--- config.mk ---
export PLATFORM = sky130hd
export DESIGN_NAME = elevation_attribute_tagger
export DESIGN_NICKNAME = d
export VERILOG_FILES = /design/src/sv/eat_pkg.sv /design/src/sv/eat_colour.sv /design/src/sv/elevation_attribute_tagger.sv
export SDC_FILE = /design/constraint.sdc
export NUM_CORES = 1
export LEC_CHECK = 0
export BUFFER_PORTS_ARGS = -buffer_cell sky130_fd_sc_hd__buf_2
export CORE_MARGIN = 3
export CORE_UTILIZATION = 35
export CTS_CLUSTER_DIAMETER = 60
export DETAILED_ROUTE_END_ITERATION = 10
export PLACE_DENSITY = 0.5
export SYNTH_ARGS = -nofsm -noshare
export SYNTH_HDL_FRONTEND = slang
export SYNTH_SLANG_ARGS = --single-unit
--- constraint.sdc ---
create_clock -name clk -period 14.5 [get_ports clk]
set_clock_uncertainty 0.15 [all_clocks]
set_input_delay 2.175 -clock clk [delete_from_list [all_inputs] [get_ports clk]]
set_output_delay 2.175 -clock clk [all_outputs]
set_load 0.01 [all_outputs]
--- src/sv/eat_pkg.sv ---
// eat_pkg: shared constants, types and helper functions for the elevation attribute tagger
// no dependencies; imported by eat_colour and elevation_attribute_tagger
`timescale 1ns / 1ps

package eat_pkg;

	localparam int TAG_STEP       = 10000;
	localparam int TAG_NEG        = 1000;
	localparam int SWAP_BIAS      = 41000 - 32768;
	localparam int BLACK_MAX_MEAN = 70;
	localparam int BLACK_SPREAD   = 10;
	localparam int RECIP3         = 683;
	localparam int RECIP3_SHIFT   = 11;
	localparam int NUM_CLASSES    = 8;

	localparam logic [7:0] USABLE_TAGS = 8'h7E;

	localparam int CFG_IDX_W = 1;

	typedef enum logic [CFG_IDX_W-1:0] {
		CFG_TAG_MASK = 1'b0,
		CFG_EXTENT   = 1'b1
	} cfg_idx_t;

	typedef enum logic [1:0] {
		COL_NONE  = 2'd0,
		COL_BLACK = 2'd1,
		COL_GREEN = 2'd2,
		COL_BLUE  = 2'd3
	} colour_t;

	// base value of a tag class on the shifted scale
	function automatic logic [16:0] class_base(input logic [2:0] cls);
		return 17'(int'(cls) * TAG_STEP);
	endfunction

	// amount subtracted when tagging with a colour layer, (4 - colour) * step
	function automatic logic [15:0] colour_offset(input colour_t col);
		return 16'((4 - int'(col)) * TAG_STEP);
	endfunction

endpackage

--- src/sv/eat_colour.sv ---
// eat_colour: classifies one rgb pixel as blue, green, black or none from its mean
// depends on eat_pkg
`timescale 1ns / 1ps

module eat_colour (
	input  logic [7:0]       red,
	input  logic [7:0]       green,
	input  logic [7:0]       blue,
	output eat_pkg::colour_t colour
);
	import eat_pkg::*;

	logic [9:0]  sum;
	logic [19:0] prod;
	logic [7:0]  mean;
	logic [8:0]  mean2;
	logic [7:0]  diff_b;
	logic [7:0]  diff_g;
	logic        is_black;

	assign sum   = 10'(red) + 10'(green) + 10'(blue);
	// divide by three through a reciprocal, exact for sums up to 765
	assign prod  = 20'(sum) * 20'(RECIP3);
	assign mean  = prod[RECIP3_SHIFT +: 8];
	assign mean2 = {mean, 1'b0};

	assign diff_b = (mean >= blue)  ? (mean - blue)  : (blue - mean);
	assign diff_g = (mean >= green) ? (mean - green) : (green - mean);

	assign is_black = (mean < 8'(BLACK_MAX_MEAN)) && (diff_b < 8'(BLACK_SPREAD))
		&& (diff_g < 8'(BLACK_SPREAD));

	always_comb begin
		if ({1'b0, blue} >= mean2) begin
			colour = COL_BLUE;
		end else if ({1'b0, green} >= mean2) begin
			colour = COL_GREEN;
		end else if (is_black) begin
			colour = COL_BLACK;
		end else begin
			colour = COL_NONE;
		end
	end

endmodule

--- src/sv/elevation_attribute_tagger.sv ---
// elevation_attribute_tagger: top level, tag class clearing and colour tagging of samples
// depends on eat_pkg and eat_colour
`timescale 1ns / 1ps

// Takes one big-endian elevation sample with its rgb pixel per request and returns one
// result: the request is registered, the whole tag computation runs in one
// combinational pass, and the result register drives the outputs. busy is
// always low, so a request can be given in every cycle and results leave at one per
// clock. Each result is shown for exactly one cycle with result_valid high; the receiver
// cannot stall. Configuration writes are taken in any cycle (cfg_ready is always high)
// and must only be made while no request is in flight.
module elevation_attribute_tagger (
	input  logic                          clk,
	input  logic                          arst_n,
	input  logic                          start,
	output logic                          busy,
	input  logic [15:0]                   raw_sample,
	input  logic [7:0]                    pixel_red,
	input  logic [7:0]                    pixel_green,
	input  logic [7:0]                    pixel_blue,
	input  logic                          cfg_valid,
	output logic                          cfg_ready,
	input  logic [eat_pkg::CFG_IDX_W-1:0] cfg_index,
	input  logic [6:0]                    cfg_data,
	output logic                          result_valid,
	output logic [15:0]                   out_sample,
	output logic [2:0]                    class_before,
	output logic [1:0]                    colour_class,
	output logic                          changed
);
	import eat_pkg::*;

	logic [6:0]  tag_mask_q;
	logic        extent_q;

	logic        valid_s1;
	logic [15:0] raw_s1;
	logic [7:0]  red_s1;
	logic [7:0]  green_s1;
	logic [7:0]  blue_s1;

	logic        valid_s2;
	logic [15:0] sample_s2;
	logic [2:0]  class_s2;
	colour_t     colour_s2;
	logic        changed_s2;

	logic [15:0] swapped;
	logic [16:0] shifted;
	logic [2:0]  cls;
	logic [13:0] rem;
	logic [7:0]  mask;
	logic        cleared;
	logic [2:0]  cls_now;
	logic        evaluate;
	colour_t     pix_colour;
	colour_t     colour;
	logic        tag_hit;
	logic [15:0] value;

	assign busy      = 1'b0;
	assign cfg_ready = 1'b1;

	// configuration registers
	always_ff @(posedge clk or negedge arst_n) begin
		if (!arst_n) begin
			tag_mask_q <= '0;
			extent_q   <= 1'b0;
		end else if (cfg_valid && cfg_ready) begin
			unique case (cfg_idx_t'(cfg_index))
				CFG_TAG_MASK: tag_mask_q <= cfg_data;
				CFG_EXTENT:   extent_q   <= cfg_data[0];
				default:      ;
			endcase
		end
	end

	// request register
	always_ff @(posedge clk or negedge arst_n) begin
		if (!arst_n) begin
			valid_s1 <= 1'b0;
		end else begin
			valid_s1 <= start && !busy;
		end
	end

	always_ff @(posedge clk) begin
		if (start && !busy) begin
			raw_s1   <= raw_sample;
			red_s1   <= pixel_red;
			green_s1 <= pixel_green;
			blue_s1  <= pixel_blue;
		end
	end

	eat_colour u_colour (
		.red    (red_s1),
		.green  (green_s1),
		.blue   (blue_s1),
		.colour (pix_colour)
	);

	// signed height plus offset, always positive
	assign swapped = {raw_s1[7:0], raw_s1[15:8]};
	assign shifted = {1'b0, swapped ^ 16'h8000} + 17'(SWAP_BIAS);

	always_comb begin
		cls = '0;
		for (int k = 1; k < NUM_CLASSES; k++) begin
			if (shifted >= 17'(k * TAG_STEP)) begin
				cls = 3'(k);
			end
		end
	end

	assign rem     = 14'(shifted - class_base(cls));
	assign mask    = {1'b0, tag_mask_q} & USABLE_TAGS;
	assign cleared = mask[cls];
	// a cleared value always lands in the untagged class
	assign cls_now  = cleared ? 3'd4 : cls;
	assign evaluate = extent_q && USABLE_TAGS[cls_now];
	assign colour   = evaluate ? pix_colour : COL_NONE;
	assign tag_hit  = evaluate && mask[colour];

	always_comb begin
		if (tag_hit) begin
			value = 16'(rem) - 16'(TAG_NEG) - colour_offset(colour);
		end else if (cleared) begin
			value = 16'(rem) - 16'(TAG_NEG);
		end else begin
			value = swapped;
		end
	end

	// result register
	always_ff @(posedge clk or negedge arst_n) begin
		if (!arst_n) begin
			valid_s2 <= 1'b0;
		end else begin
			valid_s2 <= valid_s1;
		end
	end

	always_ff @(posedge clk) begin
		if (valid_s1) begin
			sample_s2  <= {value[7:0], value[15:8]};
			class_s2   <= cls;
			colour_s2  <= colour;
			changed_s2 <= cleared || tag_hit;
		end
	end

	assign result_valid = valid_s2;
	assign out_sample   = sample_s2;
	assign class_before = class_s2;
	assign colour_class = colour_s2;
	assign changed      = changed_s2;

	a_result_follows_request : assert property (
		@(posedge clk) disable iff (!arst_n)
		result_valid |-> $past(start, 2)
	) else $error("result without a request two cycles earlier");

	a_unchanged_passes_through : assert property (
		@(posedge clk) disable iff (!arst_n)
		(result_valid && !changed) |-> (out_sample == $past(raw_sample, 2))
	) else $error("unchanged sample differs from its request");

	a_error_class_no_colour : assert property (
		@(posedge clk) disable iff (!arst_n)
		(result_valid && (class_before == 3'd0 || class_before == 3'd7))
			|-> (colour_class == COL_NONE)
	) else $error("error pixel got a colour class");

endmodule
; ---- Yosys cells after proc, flatten, opt, wreduce, memory -nomap -nowiden
; Memory sizes are Yosys's and may differ from the RTL's.
; Index checks and enable logic that the tools add are counted.
[totals]
rom_bits = 8
in_bits = 52
regBits = 72
n_memories = 1
elab_cells = 74
out_inout_bits = 25
[classes]
n_mux = 21
magnitude_cmp = 17
n_reduce_logical = 7
n_mul = 3
n_bitwise = 2
n_addsub = 11
[mem_list]
columns = name, words, width, read_ports, rd_clocked_by_memory_dff, wr, line_no
row1 = (no name shown), 8, 1, 1, 0, 0, elevation_attribute_tagger.sv:121  ; assign evaluate = extent_q && USABLE_TAGS[cls_now];
[op_table]
columns = op, count
row1 = >= comparator 17 x 16 -> 1 bit (second input constant), 3
row2 = >= comparator 17 x 15 -> 1 bit (second input constant), 2
row3 = two-way mux 16 bit, 2
row4 = subtractor 8 bit, 4
row5 = two-way mux 3 bit, 7
row6 = multiplier 10 x 10 -> 19 bit (second input constant), 1
row7 = >= comparator 8 x 9 -> 1 bit, 2
row8 = adder 16 x 14 -> 17 bit (second input constant), 1
row9 = >= comparator 17 x 14 -> 1 bit (second input constant), 1
row10 = >= comparator 17 bit (second input constant), 1
row11 = >= comparator 8 bit, 2
row12 = < comparator 8 x 4 -> 1 bit (second input constant), 2
row13 = two-way mux 8 bit, 2
row14 = subtractor 16 bit, 1
row15 = subtractor 14 x 10 -> 15 bit (second input constant), 1
row16 = subtractor 14 bit, 1
row17 = multiplier 4 x 11 -> 12 bit (second input constant), 1
row18 = adder 10 x 8 -> 10 bit, 1
row19 = multiplier 3 x 10 -> 10 bit (second input constant), 1
row20 = adder 8 x 8 -> 9 bit, 1
row21 = < comparator 3 x 4 -> 1 bit (second input constant), 2
row22 = < comparator 8 x 7 -> 1 bit (second input constant), 1
row23 = two-way mux 2 bit, 3
row24 = two-way mux 1 bit, 5
row25 = 8 further kinds, 13

; ---- Depth between registers and ports, before layout
[logic_depth]
depth_word = 21
mapped_depth = 54
depth_no_buf = 53

; ---- Cells and area by module
; Synthesis repeated with hierarchy kept, for this count alone.
[hier_totals]
cells_unflattened = 963
area_unflattened_um2 = 9053.7
[modules_own_cells]
columns = mod, area_each_um2, cells_each, n_inst, seq_area_each_um2
row1 = elevation_attribute_tagger, 4848.4, 454, 1, 2087.0
row2 = eat_colour, 4205.3, 509, 1, 0.0

; ---- Worst setup path before layout
; Ideal clock, no wire load.
[synth_timing]
kind = register to register
start = reg green_s1[0]
end = reg sample_s2[4], in the netlist out_sample[4] (data pin)
setup_slack_ns = 2.084
t_arrival_ns = 12.001
t_required_ns = 14.086
path_stages_with_launch = 49
cell_sequence = edfxtp_1 -> ha_1 -> inv_1 -> fa_1 -> nor2b_1 -> o21ai_0 -> a21boi_0 -> o21ai_0 -> nor2b_1 -> xnor2_1 -> ha_1 -> a21o_1 -> a21o_1 -> xnor2_1 -> inv_1 -> ha_1 -> ha_1 -> fa_1 -> [... 13 more ...] -> buf_6 -> a21oi_2 -> nand2_2 -> o2111ai_4 -> a211oi_1 -> a311o_1 -> or4_4 -> a311o_1 -> or4_1 -> or4_4 -> o21ai_2 -> ha_1 -> fa_1 -> a211oi_1 -> a221oi_1 -> o41ai_1 -> xor2_1 -> o21ai_0
[synth_between]
elab_chain_cells = 16
elab_cells_between_ends = 29
cone_classes = add/sub (8) / mul (2) / order compare (7) / mux (9) / reduce/logical (3)
[synth_lines]
columns = element, line_no
row1 = start: declaration, elevation_attribute_tagger.sv:39  ; logic [7:0] green_s1;
row2 = start signal: assignment, elevation_attribute_tagger.sv:91  ; green_s1 <= pixel_green;
row3 = adder 8 x 8 -> 9 bit, eat_colour.sv:21  ; assign sum = 10'(red) + 10'(green) + 10'(blue);
row4 = adder 10 x 8 -> 10 bit, eat_colour.sv:21
row5 = multiplier 10 x 10 -> 19 bit, eat_colour.sv:23  ; assign prod = 20'(sum) * 20'(RECIP3);
row6 = subtractor 8 bit / >= comparator 8 bit (equally long branches), eat_colour.sv:27  ; assign diff_b = (mean >= blue) ? (mean - blue) : (blue - mean);
row7 = two-way mux 8 bit, eat_colour.sv:27
row8 = < comparator 8 x 4 -> 1 bit, eat_colour.sv:30  ; assign is_black = (mean < 8'(BLACK_MAX_MEAN)) && (diff_b < 8'(BLACK_SPREAD))
row9 = logical AND 1 bit, eat_colour.sv:30
row10 = logical AND 1 bit, eat_colour.sv:31  ; && (diff_g < 8'(BLACK_SPREAD));
row11 = two-way mux 1 bit, eat_colour.sv:38  ; end else if (is_black) begin
row12 = two-way mux 2 bit, eat_colour.sv:36  ; end else if ({1'b0, green} >= mean2) begin
row13 = two-way mux 2 bit (*), eat_colour.sv:34  ; if ({1'b0, blue} >= mean2) begin
row14 = two-way mux 2 bit (*), elevation_attribute_tagger.sv:122  ; assign colour = evaluate ? pix_colour : COL_NONE;
row15 = subtractor 3 x 2 -> 4 bit / binary-select mux 1 bit (select 2 bit) (equally long branches), "eat_pkg.sv:39, elevation_attribute_tagger.sv:123"
row16 = multiplier 4 x 11 -> 12 bit / two-way mux 1 bit (equally long branches), "eat_pkg.sv:39, elevation_attribute_tagger.sv:123"
row17 = subtractor 16 bit / logical AND 1 bit (equally long branches), "elevation_attribute_tagger.sv:127, elevation_attribute_tagger.sv:123"
row18 = two-way mux 16 bit (*), elevation_attribute_tagger.sv:126  ; if (tag_hit) begin
row19 = via value[12], elevation_attribute_tagger.sv:59  ; logic [15:0] value;
row20 = end signal: assignment, elevation_attribute_tagger.sv:146  ; sample_s2 <= {value[7:0], value[15:8]};
row21 = end: declaration, elevation_attribute_tagger.sv:43  ; logic [15:0] sample_s2;
; The timed path passes the listed nets; every way through them passes the cells marked *. The select of a mux whose other input is x is not followed.
; A chain may end at the register's enable or synchronous reset.

; ---- Worst setup path in the final report
[layout_timing]
start = reg green_s1[1]
end = reg sample_s2[5], in the netlist out_sample[5] (data pin)
; The elaborated chain is that of the path after synthesis.

==> flow_summary_export.csv <==
group,metric,value,unit
critical_path,cp_slowest_stage_delay,0.58,ns
grt,grt_pass1_wl,41.3,mm
final_layout,area_growth,10.5,%
logic_synthesis,syn_area,0.00920,mm2
critical_path,crit_top_cell,"inv_1",
logic_synthesis,ys_async_sr_fraction,0.127,
grt,grt-ovfl-total,0,
placed_design,port_buffers,74,
grt,grt.total_usage,0.183,
floorplan,core.rowCount,58,
critical_path,path_max_fanout,9,
placed_design,dp_hpwl,21.3,mm
route,routedWlPerCell,18.3,um
cts,h-tree-depth,3,
timing,maxSlewHeadroom,0.269,
logic_synthesis,synthCells,1012,
cts,clock_latency,0.35,ns
cts,post_cts_buffers,0,
critical_path,cp.required,14.44,ns
cts,tritoncts,"done",
final_layout,n_antenna_cell,0,
final_layout,nets,1294,
logic_synthesis,synth-seq-cells,71,
critical_path,timing.rr.start,"green_s1[1]",
cts,clkSinkCount,71,
timing,setup_viol,0,
hold_path,hold_path.class,"reg -> reg",
route,vias,7780,
timing,period_minus_slack,13.46,ns
grt,grt_max_degree,42,
logic_synthesis,ys_types,88,
placed_design,placedCellCount,1389,
cts,hold_buffers,0,
outcome,status,"finished, final reports clean",
route,drt_iter0_drc,532,
logic_synthesis,synth_top_cell_by_area,"edfxtp_1",
logic_synthesis,ys_top_cells_by_count,"ha_1 (142), inv_1 (108), nand2_1 (72)",
route,routed_wl,25.8,mm
route,drtAntennaViolNets,0,
job,maxCapViolCount,0,
logic_synthesis,yosys-top-cells-area,"edfxtp_1 (20%), ha_1 (19%), fa_1 (6.5%)",
floorplan,io_pins,77,
logic_synthesis,seq_area_frac_synth,0.227,
critical_path,cp-start-kind,"flip-flop",
final_layout,drive_above_1_share,0.133,
floorplan,core,0.0255,mm2
floorplan,die_w,168,um
placed_design,place_congestion,0.880,
logic_synthesis,synth_top_area_frac,0.202,
logic_synthesis,avgSynthCellArea,9.09,um2
critical_path,crit_start,"green_s1[1]",
floorplan,die-area,0.0283,mm2
cts,clkSlewWorstSetupHoldPaths,0.07,ns
logic_synthesis,synth_most_common_cell,"ha_1",
logic_synthesis,synth_nets,1236,
logic_synthesis,synthFlopType,"edfxtp_1",
timing,tightest_slew,1.09,ns
critical_path,critPathKind,"reg -> reg",
critical_path,end_kind,"flip-flop",
route,remaining_drc_errors,0,
cts,cts_max_path_buffers,2,
cts,cts-root-buf,"clkbuf_16",
logic_synthesis,synth_edf_count,62,
timing,rsz0062_at_grt,"false",
timing,hold_viol_final,0,
timing,final_max_slew_viol_count,0,
timing,final.setup.tns,0,ns
route,vias_per_cell,5.54,
critical_path,arrival,13.40,ns
cts,cts_made_buffers,9,
route,drtPass1Iterations,5,
timing,timing.fmax,74.3,MHz
floorplan,start_util,0.361,
critical_path,cp_slowest_cell,"fa_1",
final_layout,stdcell_count,1405,
logic_synthesis,synth_warnings,0,
timing,finalCritPeriodShare,0.928,
grt,antenna_found_initial,1,
floorplan,die_h,168,um
hold_path,hp-start,"raw_s1[10]",
grt,first_global_vias,7598,
timing,whs,0.275,ns
[flip-flops by register name, indices dropped and copies added (netlist names), 2 cells and up]
name,cells
out_sample,16
raw_s1,16
blue_s1,8
green_s1,8
red_s1,8
tag_mask_q,6
class_before,3
colour_class,2
[timing repair]
action                                 in CTS  in global routing
resized for setup                           0                  4
endpoints found under the hold margin       0                  0
setup endpoints to repair                   0                  7
[final timing paths]
path	endpoint	slack, ns	cells after the start
worst min-delay path	out_sample[10]	0.27	0
worst max register to register	out_sample[5]	1.04	48
max in group asynchronous	result_valid	12.48	1
min in group asynchronous	valid_s1	1.52	1
worst max-delay path	out_sample[5]	1.04	48
worst min register to register	out_sample[10]	0.27	0
[cell usage in the layout (no fill, tap or decap), types with 7 or more instances in the layout]
cell type  netlist  final
ha_1           142    142
inv_1          108    108
buf_2           10     74
nand2_1         72     72
a21oi_1         66     66
edfxtp_1        62     62
xnor2_1         54     53
nor2_1          46     46
o21ai_0         42     42
fa_1            30     30
nor3_1          22     22
a21o_1          19     19
nand3_1         18     18
xor2_1          18     17
a211oi_1        16     15
nand4_1         14     14
mux2i_1         14     14
nand2b_1        14     14
a31oi_1         13     13
o211ai_1        12     12
mux2_2          12     12
nor2b_1         10     10
o21a_1          10     10
clkbuf_16        0     10
o21bai_1         9      9
dfrtp_1          9      9
buf_4            7      8
o31ai_1          7      7
[worst max-delay path: cells and delay by family (launching register included)]
family / cells / cell delay, ns
adders and majority gates: 11 / 4.32
xor gates and xnor gates: 2 / 0.65
AOI/OAI and AO/OA: 19 / 4.18
and+or+nand+nor: 8 / 2.73
DFF: 1 / 0.44
buffers and inverters: 8 / 0.71
[layout make-up]
class	count	area, um2
fillers	2558	15300
multi-input cells	798	6550
flip-flops and latches	71	2090
repair buffers	82	430
well taps	330	413
inverters	108	405
clock buffers	13	262
clock inverters	3	16.3
[metal layers]
metal  wire length [um]  track usage
met3               1390       0.0284
met4                386       0.0470
met2              10400        0.261
met1              13600        0.284
met5                  7            0
[metrics by stage]
step | util | instance area [um2] | setup slack (ns)
floorplan | - | 9200 | 2.08
global placement | 0.387 | 9860 | 1.07
detailed placement | 0.387 | 9860 | 0.744
CTS | 0.398 | 10100 | 0.708
global route | 0.399 | 10200 | 0.0923
finish | 0.399 | 10200 | 1.04
[logic make-up after synthesis]
group | share of synthesized area
multiplexers | 0.0299
AND/OR/NAND/NOR | 0.138
adder cells (fa/ha/maj) | 0.258
buffers and inverters | 0.0634
flip-flops | 0.227
XOR/XNOR | 0.0710
other | 0.000817
AO/OA/AOI/OAI | 0.212
Power is not shown: default switching activity piles up to over one toggle a cycle in this logic, so the estimate is an artifact.
